### config.mk
export PLATFORM = sky130hd
export DESIGN_NAME = servo_packet_receiver
export DESIGN_NICKNAME = d
export VERILOG_FILES = /design/src/spr_pkg.sv /design/src/spr_in_reg.sv /design/src/spr_parser.sv /design/src/spr_out_reg.sv /design/src/servo_packet_receiver.sv
export SDC_FILE = /design/constraint.sdc
export NUM_CORES = 1
export LEC_CHECK = 0
export ABC_AREA = 0
export BUFFER_PORTS_ARGS = -buffer_cell sky130_fd_sc_hd__buf_2
export CAP_MARGIN = 40
export CELL_PAD_IN_SITES_DETAIL_PLACEMENT = 0
export CELL_PAD_IN_SITES_GLOBAL_PLACEMENT = 1
export CORE_MARGIN = 5
export CORE_UTILIZATION = 40
export CTS_BUF_LIST = sky130_fd_sc_hd__clkbuf_4 sky130_fd_sc_hd__clkbuf_8 sky130_fd_sc_hd__clkbuf_16
export DETAILED_ROUTE_END_ITERATION = 10
export PLACE_DENSITY_LB_ADDON = 0.1
export SKIP_CTS_REPAIR_TIMING = 1
export SLEW_MARGIN = 10
export SYNTH_ARGS = -nofsm -noshare
export SYNTH_HDL_FRONTEND = slang
export SYNTH_SLANG_ARGS = --single-unit
### constraint.sdc
create_clock -name clk -period 5.9 [get_ports clk]
set_clock_uncertainty 0.1 [all_clocks]
set_input_delay 0.295 -clock clk [delete_from_list [all_inputs] [get_ports clk]]
set_output_delay 0.295 -clock clk [all_outputs]
set_load 0.005 [all_outputs]
### src/spr_pkg.sv
package spr_pkg;

    localparam int unsigned ByteW    = 8;
    localparam int unsigned PosW     = 16;
    localparam int unsigned CountW   = 16;
    localparam int unsigned StatusW  = 2;
    localparam int unsigned OutDataW = 56;

    localparam logic [ByteW-1:0] SyncByte    = 8'hFF;
    localparam logic [ByteW-1:0] PositionCmd = 8'hA3;

    // frame status codes
    localparam logic [StatusW-1:0] StPosition  = 2'd0;
    localparam logic [StatusW-1:0] StOtherGood = 2'd1;
    localparam logic [StatusW-1:0] StBadSum    = 2'd2;
    localparam logic [StatusW-1:0] StMalformed = 2'd3;

    // result field positions inside the output tdata
    localparam int unsigned ChanLsb   = 0;
    localparam int unsigned CmdLsb    = 8;
    localparam int unsigned PosLsb    = 16;
    localparam int unsigned StatusLsb = 32;
    localparam int unsigned CountLsb  = 34;

    typedef struct packed {
        logic [CountW-1:0]  message_count;
        logic [StatusW-1:0] frame_status;
        logic [PosW-1:0]    position;
        logic [ByteW-1:0]   command;
        logic [ByteW-1:0]   channel;
    } spr_result_t;

endpackage

### src/spr_in_reg.sv
module spr_in_reg (
    input  logic                       clk,
    input  logic                       rst_n,
    input  logic                       s_axis_tvalid,
    output logic                       s_axis_tready,
    input  logic [spr_pkg::ByteW-1:0]  s_axis_tdata,
    input  logic                       consume,
    output logic                       byte_valid,
    output logic [spr_pkg::ByteW-1:0]  byte_data
);
    import spr_pkg::*;

    logic             valid_reg;
    logic             valid_next;
    logic [ByteW-1:0] data_reg;

    assign s_axis_tready = !valid_reg || consume;
    assign valid_next    = s_axis_tready ? s_axis_tvalid : valid_reg;

    always_ff @(posedge clk or negedge rst_n)
    begin
        if (!rst_n)
        begin
            valid_reg <= 1'b0;
        end
        else
        begin
            valid_reg <= valid_next;
        end
    end

    always_ff @(posedge clk)
    begin
        if (s_axis_tvalid && s_axis_tready)
        begin
            data_reg <= s_axis_tdata;
        end
    end

    assign byte_valid = valid_reg;
    assign byte_data  = data_reg;

endmodule

### src/spr_parser.sv
module spr_parser (
    input  logic                       clk,
    input  logic                       rst_n,
    input  logic                       byte_valid,
    input  logic [spr_pkg::ByteW-1:0]  byte_data,
    input  logic                       out_free,
    input  logic [spr_pkg::PosW-1:0]   position_offset,
    output logic                       consume,
    output logic                       result_load,
    output spr_pkg::spr_result_t       result
);
    import spr_pkg::*;

    typedef enum logic [2:0] {
        PH_IDLE    = 3'd0,
        PH_SYNC1   = 3'd1,
        PH_CHANNEL = 3'd2,
        PH_LENGTH  = 3'd3,
        PH_DATA    = 3'd4
    } phase_t;

    phase_t            phase_reg, phase_next;
    logic [ByteW-1:0]  channel_reg, channel_next;
    logic [ByteW-1:0]  length_reg, length_next;
    logic [ByteW-1:0]  seen_reg, seen_next;
    logic [ByteW-1:0]  sum_reg, sum_next;
    logic [ByteW-1:0]  cmd_reg, cmd_next;
    logic [ByteW-1:0]  pos_hi_reg, pos_hi_next;
    logic [ByteW-1:0]  pos_lo_reg, pos_lo_next;
    logic [CountW-1:0] count_reg, count_next;
    logic              frame_end;
    logic [StatusW-1:0] status;
    logic [PosW-1:0]   pos;

    // last byte of a frame: wrap of the 8-bit count gives 256 for length zero
    assign frame_end   = (phase_reg == PH_DATA) && (seen_next == length_reg);
    assign consume     = byte_valid && (!frame_end || out_free);
    assign result_load = consume && frame_end;

    always_comb
    begin
        phase_next   = phase_reg;
        channel_next = channel_reg;
        length_next  = length_reg;
        seen_next    = seen_reg + 8'd1;
        sum_next     = sum_reg;
        cmd_next     = cmd_reg;
        pos_hi_next  = pos_hi_reg;
        pos_lo_next  = pos_lo_reg;
        count_next   = count_reg;
        status       = StOtherGood;
        pos          = '0;
        case (phase_reg)
            PH_SYNC1:
            begin
                phase_next = (byte_data == SyncByte) ? PH_CHANNEL : PH_IDLE;
            end
            PH_CHANNEL:
            begin
                channel_next = byte_data;
                sum_next     = byte_data;
                phase_next   = PH_LENGTH;
            end
            PH_LENGTH:
            begin
                length_next = byte_data;
                sum_next    = sum_reg + byte_data;
                seen_next   = '0;
                cmd_next    = '0;
                pos_hi_next = '0;
                pos_lo_next = '0;
                phase_next  = PH_DATA;
            end
            PH_DATA:
            begin
                if (seen_next != length_reg)
                begin
                    if (seen_next == 8'd1)
                    begin
                        cmd_next = byte_data;
                    end
                    else if (seen_next == 8'd2)
                    begin
                        pos_hi_next = byte_data;
                    end
                    else if (seen_next == 8'd3)
                    begin
                        pos_lo_next = byte_data;
                    end
                    sum_next = sum_reg + byte_data;
                end
                else
                begin
                    phase_next = PH_IDLE;
                    if (sum_reg != byte_data)
                    begin
                        status = StBadSum;
                    end
                    else if (length_reg != 8'd1 && cmd_reg == PositionCmd)
                    begin
                        if (length_reg == 8'd2 || length_reg == 8'd3)
                        begin
                            status = StMalformed;
                        end
                        else
                        begin
                            status     = StPosition;
                            pos        = {pos_hi_reg, pos_lo_reg} + position_offset;
                            count_next = count_reg + 16'd1;
                        end
                    end
                end
            end
            default:
            begin
                phase_next = (byte_data == SyncByte) ? PH_SYNC1 : PH_IDLE;
            end
        endcase
    end

    assign result.channel       = channel_reg;
    assign result.command       = cmd_reg;
    assign result.position      = pos;
    assign result.frame_status  = status;
    assign result.message_count = count_next;

    always_ff @(posedge clk or negedge rst_n)
    begin
        if (!rst_n)
        begin
            phase_reg   <= PH_IDLE;
            channel_reg <= '0;
            length_reg  <= '0;
            seen_reg    <= '0;
            sum_reg     <= '0;
            cmd_reg     <= '0;
            pos_hi_reg  <= '0;
            pos_lo_reg  <= '0;
            count_reg   <= '0;
        end
        else if (consume)
        begin
            phase_reg   <= phase_next;
            channel_reg <= channel_next;
            length_reg  <= length_next;
            seen_reg    <= seen_next;
            sum_reg     <= sum_next;
            cmd_reg     <= cmd_next;
            pos_hi_reg  <= pos_hi_next;
            pos_lo_reg  <= pos_lo_next;
            count_reg   <= count_next;
        end
    end

endmodule

### src/spr_out_reg.sv
module spr_out_reg (
    input  logic                          clk,
    input  logic                          rst_n,
    input  logic                          load,
    input  spr_pkg::spr_result_t          result,
    output logic                          out_free,
    output logic                          m_axis_tvalid,
    input  logic                          m_axis_tready,
    output logic [spr_pkg::OutDataW-1:0]  m_axis_tdata
);
    import spr_pkg::*;

    localparam int unsigned PadW = OutDataW - $bits(spr_result_t);

    logic        valid_reg;
    logic        valid_next;
    spr_result_t data_reg;

    assign out_free   = !valid_reg || m_axis_tready;
    assign valid_next = load || (valid_reg && !m_axis_tready);

    always_ff @(posedge clk or negedge rst_n)
    begin
        if (!rst_n)
        begin
            valid_reg <= 1'b0;
        end
        else
        begin
            valid_reg <= valid_next;
        end
    end

    always_ff @(posedge clk)
    begin
        if (load)
        begin
            data_reg <= result;
        end
    end

    assign m_axis_tvalid = valid_reg;
    assign m_axis_tdata  = {{PadW{1'b0}}, data_reg};

endmodule

### src/servo_packet_receiver.sv
// Serial packet receiver for servo replies. Received bytes arrive one per transfer on
// s_axis; the block hunts for two 0xFF sync bytes, then takes a channel byte, a length
// byte L and L further bytes, the last being a checksum (sum modulo 256 of channel,
// length and payload). Length 0 means 256 bytes. Each completed frame gives one
// transfer on m_axis; every other byte gives none. A good frame whose first payload
// byte is 0xA3 and that carries at least three payload bytes reports a position
// (big-endian payload bytes two and three plus position_offset, modulo 65536) and
// bumps the message counter; status 1 marks other good frames, 2 a bad checksum and
// 3 a position frame too short to hold the position. A 0xFF inside a frame is taken
// as data. Throughput is one byte per clock: an input register feeds the parser,
// whose state is registered, and a result register holds the finished frame
// report, so a byte is taken every cycle unless a frame report is still waiting and
// the next byte would finish another frame. The last byte passes the input register
// and then the result register. position_offset is written on the cfg channel, which
// is always ready and should only be written while no frame is in flight.
module servo_packet_receiver (
    input  logic                          clk,
    input  logic                          rst_n,
    // received bytes: [7:0] rx_byte
    input  logic                          s_axis_tvalid,
    output logic                          s_axis_tready,
    input  logic [spr_pkg::ByteW-1:0]     s_axis_tdata,
    // frame reports: [7:0] channel, [15:8] command, [31:16] position,
    // [33:32] frame_status, [49:34] message_count, [55:50] zero
    output logic                          m_axis_tvalid,
    input  logic                          m_axis_tready,
    output logic [spr_pkg::OutDataW-1:0]  m_axis_tdata,
    // position offset register write
    input  logic                          cfg_valid,
    output logic                          cfg_ready,
    input  logic [spr_pkg::PosW-1:0]      cfg_data
);
    import spr_pkg::*;

    logic                 offset_write;
    logic [PosW-1:0]      position_offset_reg;
    logic                 byte_valid;
    logic                 consume;
    logic [ByteW-1:0]     byte_data;
    logic                 out_free;
    logic                 result_load;
    spr_result_t          result;

    // the offset register takes any write at once
    assign cfg_ready    = 1'b1;
    assign offset_write = cfg_valid && cfg_ready;

    always_ff @(posedge clk or negedge rst_n)
    begin
        if (!rst_n)
        begin
            position_offset_reg <= '0;
        end
        else if (offset_write)
        begin
            position_offset_reg <= cfg_data;
        end
    end

    // input register: holds one byte until the parser consumes it
    spr_in_reg u_in_reg (
        .clk           (clk),
        .rst_n         (rst_n),
        .s_axis_tvalid (s_axis_tvalid),
        .s_axis_tready (s_axis_tready),
        .s_axis_tdata  (s_axis_tdata),
        .consume       (consume),
        .byte_valid    (byte_valid),
        .byte_data     (byte_data)
    );

    // parser: frame state, checksum and position decode
    spr_parser u_parser (
        .clk             (clk),
        .rst_n           (rst_n),
        .byte_valid      (byte_valid),
        .byte_data       (byte_data),
        .out_free        (out_free),
        .position_offset (position_offset_reg),
        .consume         (consume),
        .result_load     (result_load),
        .result          (result)
    );

    // result register: one frame report waits here for the consumer
    spr_out_reg u_out_reg (
        .clk           (clk),
        .rst_n         (rst_n),
        .load          (result_load),
        .result        (result),
        .out_free      (out_free),
        .m_axis_tvalid (m_axis_tvalid),
        .m_axis_tready (m_axis_tready),
        .m_axis_tdata  (m_axis_tdata)
    );

endmodule

==> summary.md, run 1 <==
| Metric | Value |
|---|---|
| Hold Crit Depth | 2 |
| Number of enable flip-flop cells after synthesis | just under 60 |
| Synthesized area | approximately 7700 µm² |
| Final setup violation count | 0 |
| Unique masters post-synth | 67 |
| Largest net degree at the start of global routing | between 50 and 60 |
| Initial antenna violation count | 0 |
| Power density cells | roughly 380 nW/µm² |
| Synth-to-Final Area Change | 18.0% |
| Die Y | 149 µm |
| Setup TNS | 0 ps |
| Syn Inst Count | 672 |
| Total grt overflow | 0 |
| DIE WIDTH | 149 µm |
| Worst hold slack | ~5.2 ps |
| # rows | 50 |
| Final net count | 824 |
| Max-slew violations | 0 |
| DRT met1 WL | a little over 8 mm |
| Average cell area after synthesis | 11.5 µm² |
| Most frequent cells after synthesis | 93 x dfrtp_1, 58 x edfxtp_1, 52 x nor2_1, 40 x nand2_1, 38 x xor2_1 |
| Status | finished, final reports clean |
| Post-synth top area share | ~30% |
| RSZ-0062 raised after global routing | false |
| Layout cell share with drive strength beyond 1 | approximately a fifth |
| Cell accounting for the most synthesized area | dfrtp_1 |
| Synth Warn # | 0 |
| Die ar. | 22100 µm² |
| Vias in the first global route | around 5400 |
| Sequential area share after synthesis | 52.9% |
| Initial core utilization | between 40% and 50% |
| Period utilization | a little under three quarters |
| TritonCTS clock tree | built |
| Number of hold violations in the final report | 0 |
| Detailed placer's ending HPWL | 12.7 mm |
| Drt pass-1 iters | 4 |
| Max_slew headroom | between 40% and 50% |
| Worst Max-Slew Pin Slew | 782 ps |
| Clock-pin transition on the worst setup and hold timing paths | around 60 ps |
| Cts bufs inserted | 17 |
| Top Ports | between 80 and 90 |
| H-tree lvl count | 4 |
| Fmax | about 0.24 GHz |
| Clock sink total | approximately 150 |
| Hold Crit Class | in2reg |
| Met2 wire len | slightly above 8 mm |
| Max reg flops | 50 |
| Vias per inst | about 5.2 |
| P_leak | 0.00418 µW |
| Synth Register Bits | 151 |
| Top routing layer used | met4 |
| Overall power | roughly 3400 µW |
| I/O Buffers | 80 |
| Setup CP Type | reg2reg |
| First-pass GRT wire length | approximately 29 mm |
| GRT Total Usage | between 10% and 20% |
| Critical Path Fanout Max | 19 |
| Post-DR wirelength/cell | ~17 µm |
| Clock Tree Root | clkbuf_16 |
| Count leader, synth | dfrtp_1 |
| Clock buffer depth | 2 |
| CP arrival | around 4400 ps |
| Antenna cells | 0 |
| GPL Wtd Cong | 0.876 |
| Async set or reset register ratio after synthesis | approximately 60% |
| Crit. End Element | register |
| Startpoint class of the critical path | register |
| Worst Reg2Reg Path Length in Cells | 10 |
| Skew-Pair Late Insertion Delay | approximately 430 ps |
| Final WL | roughly 18 mm |
| DRC violations left | 0 |
| Top_reg_cell synth | dfrtp_1 |
| Synth area leaders | dfrtp_1 30%, edfxtp_1 23%, mux2_1 4.8%, ha_1 4.4%, xor2_1 4.3% |
| CP Data Required Time | a little over 6000 ps |
| 1st-iter DRT viols | 326 |
| DR WL met3 | between 700 and 800 µm |
| Routed vias | about 5400 |
| Max-Cap Viols | 0 |
| Worst ir drop on vdd | 0.000200 V |
| Tmin final | approximately 4200 ps |
| Core area | between 15000 and 20000 µm² |
| DRT antenna net count | 0 |
==> layout make-up <==
class                           instances  area [µm²]
Fill cell                            1740        9750
Sequential cell                       151        4070
Multi-Input combinational cell        471        3370
Timing Repair Buffer                  102         626
Clock buffer                           22         482
Tap cell                              260         325
Clock inverter                         10         121
Inverter                               23        86.3
==> layout by cell type (no fill, tap or decap), types with 5 or more instances in the layout <==
| cell | instances |
|---|---|
| dfrtp_1 | 93 |
| buf_2 | 79 |
| edfxtp_1 | 58 |
| nor2_1 | 52 |
| nand2_1 | 40 |
| xor2_1 | 38 |
| mux2_1 | 33 |
| nor3_1 | 27 |
| o21ai_0 | 27 |
| a21oi_1 | 27 |
| ha_1 | 27 |
| mux2_2 | 24 |
| inv_1 | 22 |
| dlygate4sd3_1 | 18 |
| clkbuf_16 | 17 |
| nand3_1 | 16 |
| xnor2_1 | 15 |
| and3_1 | 12 |
| nand2b_1 | 11 |
| nand4_1 | 9 |
| conb_1 | 7 |
| a21o_1 | 6 |
| nor2b_1 | 6 |
| o31ai_1 | 5 |
| a211oi_1 | 5 |
==> per-stage QoR <==
| stage | worst slack (ps) | utilization, % | std cells | instance area, µm² |
|---|---|---|---|---|
| 4_1_cts | 1680 | 47.3 | 1021 | 8900 |
| 6_report | 1680 | 48.2 | 1039 | 9080 |
| 2_1_floorplan | 2210 | - | 677 | 7710 |
| 5_1_grt | 1360 | 48.2 | 1039 | 9080 |
| 3_5_place_dp | 1720 | 44.1 | 989 | 8300 |
| 3_3_place_gp | 1850 | 43.9 | 987 | 8270 |
==> final timing paths <==
kind                                                     start                                  end  slack [ps]
max                           u_parser.seen_reg[0]$_DFFE_PN0N_  u_parser.channel_reg[1]$_DFFE_PN0P_        1680
min                                               cfg_data[14]  position_offset_reg[14]$_DFFE_PN0P_           5
max reg2reg                   u_parser.seen_reg[0]$_DFFE_PN0N_  u_parser.channel_reg[1]$_DFFE_PN0P_        1680
min reg2reg                u_parser.channel_reg[6]$_DFFE_PN0P_  u_out_reg.m_axis_tdata[6]$_DFFE_PP_         360
max in group asynchronous                                rst_n   u_parser.length_reg[2]$_DFFE_PN0P_        4270
min in group asynchronous                                rst_n      u_parser.sum_reg[2]$_DFFE_PN0P_         290
==> worst max-delay path: stages (launching register included) <==
cell       delay (ps)
dfrtp_1           580
ha_1              410
and4_1            290
a21oi_1           130
a211oi_1          400
o21ai_1           210
a2111oi_4         430
nand2b_1          470
buf_4             360
or3_1             350
mux2_1            360
==> routing by layer <==
layer	up-vias	GRT usage [%]
met2	115	26.4
li1	2611	-
met1	2617	22.3
met5	-	0
met3	27	4.54
met4	0	5.13
==> power breakdown <==
group | switching (µW) | total (µW) | leakage, µW | internal (µW)
registers | 199 | 1440 | 0.00181 | 1250
logic | 472 | 869 | 0.00209 | 397
clock network | 436 | 1100 | 0.000285 | 667
total | 1110 | 3420 | 0.00418 | 2310
==> cell families after synthesis <==
kind of cell,Yosys count,synth area share [%]
simple gates,215,14.6
flops,151,52.9
compound gates,108,9.28
mux,59,8.60
buf+inv,55,3.58
xor+xnor,53,6.03
fa+ha+maj,29,4.91
other cells,2,0.0976
Power figures use the tool's default switching activity.
==> run 2: changes to the inputs <==
- clock period: 5.9 -> 3.5 ns (I/O delays scaled with it)
==> summary.md, run 2 (synthesized netlist as in run 1, its figures left out) <==
| Metric | Value |
|---|---|
| Status | finished, final reports clean |
| Clk pwr share | 31.0% (-1.3 points) |
| Tmin final | 3300 ps (-916 ps) |
| H-tree lvl count | 4 (unchanged) |
| Max_slew headroom | 56.5% (+9.3 points) |
| Cell total after placement | 1012 (+2.3%) |
| Critical Path Fanout Max | 14 (-5) |
| GRT Total Usage | 16.7% (+0.087 points) |
| Most common cell after layout, fill and taps aside | dfrtp_1 |
| DRT antenna net count | 0 (unchanged) |
| Fmax | 0.303 GHz (+28%) |
| Synth-to-Final Area Change | 21.4% |
| Most frequent cells in the layout | 92 x dfrtp_1, 79 x buf_2, 58 x edfxtp_1 |
| TritonCTS clock tree | built |
| P_leak | 0.00432 µW (+3.4%) |
| Power density cells | 620 nW/µm² (+65%) |
| Max reg flops | 50 (unchanged) |
| Skew-Pair Late Insertion Delay | 420 ps (about the same) |
| I/O Buffers | 80 (unchanged) |
| Die ar. | 22100 µm² (unchanged) |
| Finished Core Util | 49.6% (+1.4 points) |
| GPL Wtd Cong | 0.873 (-0.38%) |
| Comb pwr share | 27.6% (+2.2 points) |
| Final net count | 855 (+3.8%) |
| Crit. End Element | register |
| Vias in the first global route | 5511 (+2.9%) |
| Clock sink total | 151 (unchanged) |
| Fin cells | 1070 (+3.0%) |
| Drt pass-1 iters | 4 (unchanged) |
| Post-DR wirelength/cell | 16.7 µm (-0.98%) |
| Top Ports | 88 (unchanged) |
| Core area | 18800 µm² (unchanged) |
| Worst hold slack | 38.9 ps (+33.8 ps) |
| Max-Cap Viols | 0 (unchanged) |
| Max-slew violations | 0 (unchanged) |
| Startpoint class of the critical path | register |
| CP startpoint | u_parser.seen_reg[0]$_DFFE_PN0N_ |
| Die Y | 149 µm (unchanged) |
| Initial antenna violation count | 0 (unchanged) |
| First-pass GRT wire length | 29.1 mm (+1.0%) |
| Internal | 3930 µW (+70%) |
| DRC violations left | 0 (unchanged) |
| Number of hold violations in the final report | 0 (unchanged) |
| Routed vias | 5417 (+0.88%) |
| Clock buffer depth | 2 (unchanged) |
| Switching Power | 1860 µW (+68%) |
| Hold Crit Class | in2reg |
| Largest net degree at the start of global routing | 51 (-1.9%) |
| Cts bufs inserted | 17 (unchanged) |
| CP arrival | 3550 ps (-870 ps) |
| Worst ir drop on vdd | 0.000346 V (+73%) |
| Clock Tree Root | clkbuf_16 |
| RSZ-0062 raised after global routing | false |
| Launch instance of the worst register-to-register path | u_parser.seen_reg[0]$_DFFE_PN0N_ |
| DIE WIDTH | 149 µm (unchanged) |
| Final WL | 17.9 mm (+2.0%) |
| Fill count | 1699 (-2.4%) |
| Min-delay src | m_axis_tready |
| Final setup violation count | 0 (unchanged) |
| Switching Share | 32.1% (-0.27 points) |
| Worst Max-Slew Pin Slew | 650 ps (-132 ps) |
| Initial core utilization | 40.9% (unchanged) |
| Layout cell share with drive strength beyond 1 | 22.7% (+2.8 points) |
| Setup CP Type | reg2reg |
| Hold Crit Depth | 3 (+1) |
| Vias per inst | 5.06 (-2.0%) |
| CP Data Required Time | 3750 ps (-2350 ps) |
| Clock-pin transition on the worst setup and hold timing paths | 60 ps (about the same) |
| Register share of total power | 41.4% (-0.9 points) |
| Total grt overflow | 0 (unchanged) |
| 1st-iter DRT viols | 300 (-8.0%) |
| Period utilization | 94.3% (+23 points) |
| Setup TNS | 0 ps (unchanged) |
| Worst Reg2Reg Path Length in Cells | 9 (-1) |
| Detailed placer's ending HPWL | 13.0 mm (+2.9%) |
| Antenna cells | 0 (unchanged) |
| # rows | 50 (unchanged) |
[run 2: cell types whose count changed in the layout (fill, tap and decap cells not counted), moves of 2 or more]
cell | previous run | this run
clkbuf_8 | 3 | 1
inv_6 | 0 | 2
buf_4 | 4 | 26
dlygate4sd3_1 | 18 | 26
clkinv_2 | 1 | 5
clkinv_4 | 3 | 1
[run 2: worst paths after layout]
kind	to	slack [ps]
max in group asynchronous	u_parser.cmd_reg[2]$_DFFE_PN0P_	2410
min	u_out_reg.m_axis_tvalid$_DFF_PN0_	40
max reg2reg	u_parser.count_reg[15]$_DFFE_PN0N_	200
max	u_parser.count_reg[15]$_DFFE_PN0N_	200
min reg2reg	u_out_reg.m_axis_tdata[6]$_DFFE_PP_	350
min in group asynchronous	u_parser.seen_reg[4]$_DFFE_PN0N_	80
[run 2: critical path: stages, from the launching register on]
cell	delay (ps)
dfrtp_1	450
ha_2	320
and4_1	280
a21oi_2	100
a211oi_1	390
nand4bb_1	200
or4_1	490
or2_2	470
nor3_1	280
xor2_1	160
[run 2: routing by layer]
layer | GRT usage, % | routed length (µm)
met1 | 22.1 | 8370
met2 | 27.2 | 8580
met3 | 3.78 | 655
met4 | 5.77 | 308
met5 | 0 | 0
[run 2: area by class of cell]
type,instances,area (µm²),share of cell area [%]
clock buffers,20,454,4.86
clock inverters,12,126,1.35
multi-input cells,471,3380,36.2
inverters,23,90.1,0.964
well taps,260,325,3.48
repair buffers,133,891,9.54
flip-flops and latches,151,4070,43.6
[run 2: through the flow]
step                      power [µW]  area, µm²  worst slack, ps
after floorplan                 3550       7730             22.1
after global placement          3950       8490              162
after detailed placement        3990       8490              100
after CTS                       5810       9070             84.7
after global routing            6150       9340             9.05
final                           5790       9340              198
[run 2: power by group through the flow]
stage	registers (µW)	logic [µW]	clock network (µW)
6_report	2400	1600	1790
5_1_grt	2440	1790	1920
4_1_cts	2390	1580	1840
3_5_place_dp	2430	1570	0
3_3_place_gp	2420	1540	0
2_1_floorplan	2280	1270	0
==> run 3: changes to the inputs <==
- ABC_AREA: 0 -> 1
==> summary.md, run 3 <==
| Metric | Value |
|---|---|
| Status | finished, final reports clean |
| Crit-path cells | ha_1, nand2_1, nor2_1, nand2_1, nand2_1, nand2_2, nand2_1, nand2_1, nand3_1, nor2_1, nand3_2, nand2_4, inv_4, nand3_1, inv_2, buf_4 |
| Drt pass-1 iters | 4 (unchanged) |
| Vias per inst | 4.81 (-5.0%) |
| Synth Warn # | 0 (unchanged) |
| Worst Max-Slew Pin Slew | 744 ps (+94.2 ps) |
| Die Y | 153 µm (+3.1%) |
| Skew-Pair Late Insertion Delay | 430 ps (about the same) |
| Power density cells | 474 nW/µm² (-23%) |
| Clock sink total | 151 (unchanged) |
| Launch instance of the worst register-to-register path | u_parser.seen_reg[0]$_DFFE_PN0N_ |
| Critical Path Fanout Max | 50 (+36) |
| Clock-pin transition on the worst setup and hold timing paths | 70 ps (about the same) |
| Post-synth top area share | 28.3% (-1.9 points) |
| H-tree lvl count | 4 (unchanged) |
| Cts bufs inserted | 17 (unchanged) |
| # rows | 52 (+4.0%) |
| Synth area leaders | dfrtp_1 28%, edfxtp_1 21%, nand2_1 13%, inv_1 4.2%, ha_1 4.1% |
| CP peak stage delay | 530 ps (+40 ps) |
| Finished Core Util | 48.6% (-1.0 points) |
| CP Data Required Time | 3460 ps (-290 ps) |
| Final WL | 20.7 mm (+15%) |
| Top Ports | 88 (unchanged) |
| Crit. End Element | register |
| Worst hold slack | 72.1 ps (+33.1 ps) |
| Number of enable flip-flop cells after synthesis | 58 (unchanged) |
| Core area | 20200 µm² (+7.5%) |
| DIE WIDTH | 153 µm (+3.1%) |
| CP arrival | 2940 ps (-610 ps) |
| Max-slew violations | 0 (unchanged) |
| Most frequent cells in the layout | 295 x nand2_1, 93 x dfrtp_1, 91 x inv_1 |
| Hold Crit Class | in2async |
| Largest net degree at the start of global routing | 58 (+14%) |
| I/O Buffers | 80 (unchanged) |
| Setup CP Type | reg2reg |
| Max reg flops | 50 (unchanged) |
| Count leader, synth | nand2_1 |
| R2R Setup Slk | 520 ps (+320 ps) |
| Top_reg_cell synth | dfrtp_1 |
| Worst Reg2Reg Path Length in Cells | 16 (+7) |
| Total grt overflow | 0 (unchanged) |
| Synth Register Bits | 151 (unchanged) |
| Setup TNS | 0 ps (unchanged) |
| Initial antenna violation count | 0 (unchanged) |
| DRC violations left | 0 (unchanged) |
| Area taken by multi-input logic gates | 3630 µm² (+7.2%) |
| Synthesized area | 8220 µm² (+6.8%) |
| P_leak | 0.00493 µW (+14%) |
| Worst ir drop on vdd | 0.000333 V (-3.8%) |
| Antenna cells | 0 (unchanged) |
| Tmin final | 2980 ps (-323 ps) |
| Syn Inst Count | 963 (+43%) |
| Detailed placer's ending HPWL | 14.8 mm (+14%) |
| Final net count | 1134 (+33%) |
| Clock Tree Root | clkbuf_16 |
| Max-Cap Viols | 0 (unchanged) |
| Layout cell share with drive strength beyond 1 | 16.3% (-6.4 points) |
| Initial core utilization | 40.6% (-0.24 points) |
| Fmax | 0.336 GHz (+11%) |
| 1st-iter DRT viols | 301 (+0.33%) |
| Clock buffer depth | 2 (unchanged) |
| Die ar. | 23500 µm² (+6.4%) |
| First-pass GRT wire length | 34.0 mm (+17%) |
| Average cell area after synthesis | 8.54 µm² (-25%) |
| Vias in the first global route | 6445 (+17%) |
| Post-DR wirelength/cell | 15.2 µm (-9.2%) |
| DRT antenna net count | 0 (unchanged) |
| Synth-to-Final Area Change | 19.5% |
| Period utilization | 85.1% (-9.2 points) |
| Most used cell, CP | nand2_1 |
| Sequential area share after synthesis | 49.5% (-3.4 points) |
| TritonCTS clock tree | built |
| Cell accounting for the most synthesized area | dfrtp_1 |
| Unique masters post-synth | 46 (-31%) |
| Reg area | 4070 µm² (about the same) |
| Fill count | 1974 (+16%) |
| Async set or reset register ratio after synthesis | 61.6% (unchanged) |
| RR Endpoint | u_out_reg.m_axis_tdata[25]$_SDFFCE_PP0P_ |
| GRT Total Usage | 18.1% (+1.3 points) |
| Startpoint class of the critical path | register |
| RSZ-0062 raised after global routing | false |
| Max_slew headroom | 50.2% (-6.3 points) |
| Most common cell after layout, fill and taps aside | nand2_1 |
| Most frequent cells after synthesis | 295 x nand2_1, 93 x dfrtp_1, 92 x inv_1, 72 x nor2_1, 66 x nand3_1 |
| Routed vias | 6534 (+21%) |
| GPL Wtd Cong | 0.856 (-1.9%) |
| Final setup violation count | 0 (unchanged) |
| Crit-path slowest cell | buf_4 |
| Number of hold violations in the final report | 0 (unchanged) |
## run 3: cell types whose count changed after synthesis, sizes merged, moves of 12 or more
cell,delta
and3,-12
inv,+73
mux2,-42
nand2,+270
nand3,+55
nor2,+31
nor3,-18
o21ai,+50
xor2,-28
## run 3: metal layers
metal / routed length [µm] / global-route usage, %
met1: 9780 / 24.4
met4: 327 / 6.01
met2: 9770 / 29.8
met5: 0 / 0
met3: 780 / 3.00
## run 3: logic make-up (layout without fill, tap and decap cells)
kind of cell	after synthesis	after routing	share of synthesized area [%]
xor gates and xnor gates	15	15	1.60
AOI/OAI and AO/OA	120	120	7.69
and+or+nand+nor	509	509	27.9
other	2	7	0.0913
buffers and inverters	122	243	6.59
adders and majority gates	29	29	4.60
muxes	15	15	2.05
DFF	151	151	49.5
## run 3: worst max path at each step
stage / start / endpoint / slack [ps] / cells past startpoint
after CTS: u_parser.seen_reg[0]$_DFFE_PN0N_ / u_out_reg.m_axis_tdata[23]$_SDFFCE_PP0P_ / 480 / 16
final: u_parser.seen_reg[0]$_DFFE_PN0N_ / u_out_reg.m_axis_tdata[25]$_SDFFCE_PP0P_ / 520 / 16
after floorplan: u_parser.seen_reg[0]$_DFFE_PN0N_ / u_out_reg.m_axis_tdata[0]$_DFFE_PP_ / 150 / 16
after detailed placement: u_parser.seen_reg[0]$_DFFE_PN0N_ / u_out_reg.m_axis_tdata[37]$_DFFE_PP_ / 510 / 16
after global routing: u_parser.seen_reg[0]$_DFFE_PN0N_ / u_out_reg.m_axis_tdata[26]$_SDFFCE_PP0P_ / 150 / 16
after global placement: u_parser.seen_reg[0]$_DFFE_PN0N_ / u_out_reg.m_axis_tdata[24]$_SDFFCE_PP0P_ / 570 / 16
## run 3: report_power, final
group	switching, µW	total, µW	leakage (µW)	internal [µW]
logic	403	621	0.00270	217
clock network	787	2100	0.000331	1310
registers	59.7	1950	0.00190	1890
## run 3: area by class of cell
type,instances,share of cell area (%)
Sequential cell,151,41.4
Timing Repair Buffer,115,7.66
Clock buffer,21,4.99
Tap cell,270,3.44
Clock inverter,11,1.87
Inverter,96,3.69
Multi-Input combinational cell,695,36.9
## run 3: metrics by stage
stage | power, µW | worst slack, ps | cell area [µm²] | std cells
final | 4660 | 522 | 9830 | 1359
after global routing | 4880 | 151 | 9830 | 1359
after CTS | 4700 | 484 | 9560 | 1332
after detailed placement | 2580 | 513 | 8880 | 1300
after global placement | 2580 | 566 | 8850 | 1299
after floorplan | 2400 | 145 | 8240 | 968
## run 3: worst max-delay path, delay by kind of cell, from the launching register on
family | cells | cell delay [ps]
AND/OR/NAND/NOR | 12 | 1090
buffers and inverters | 3 | 650
flip-flops | 1 | 480
adder cells (fa/ha/maj) | 1 | 240
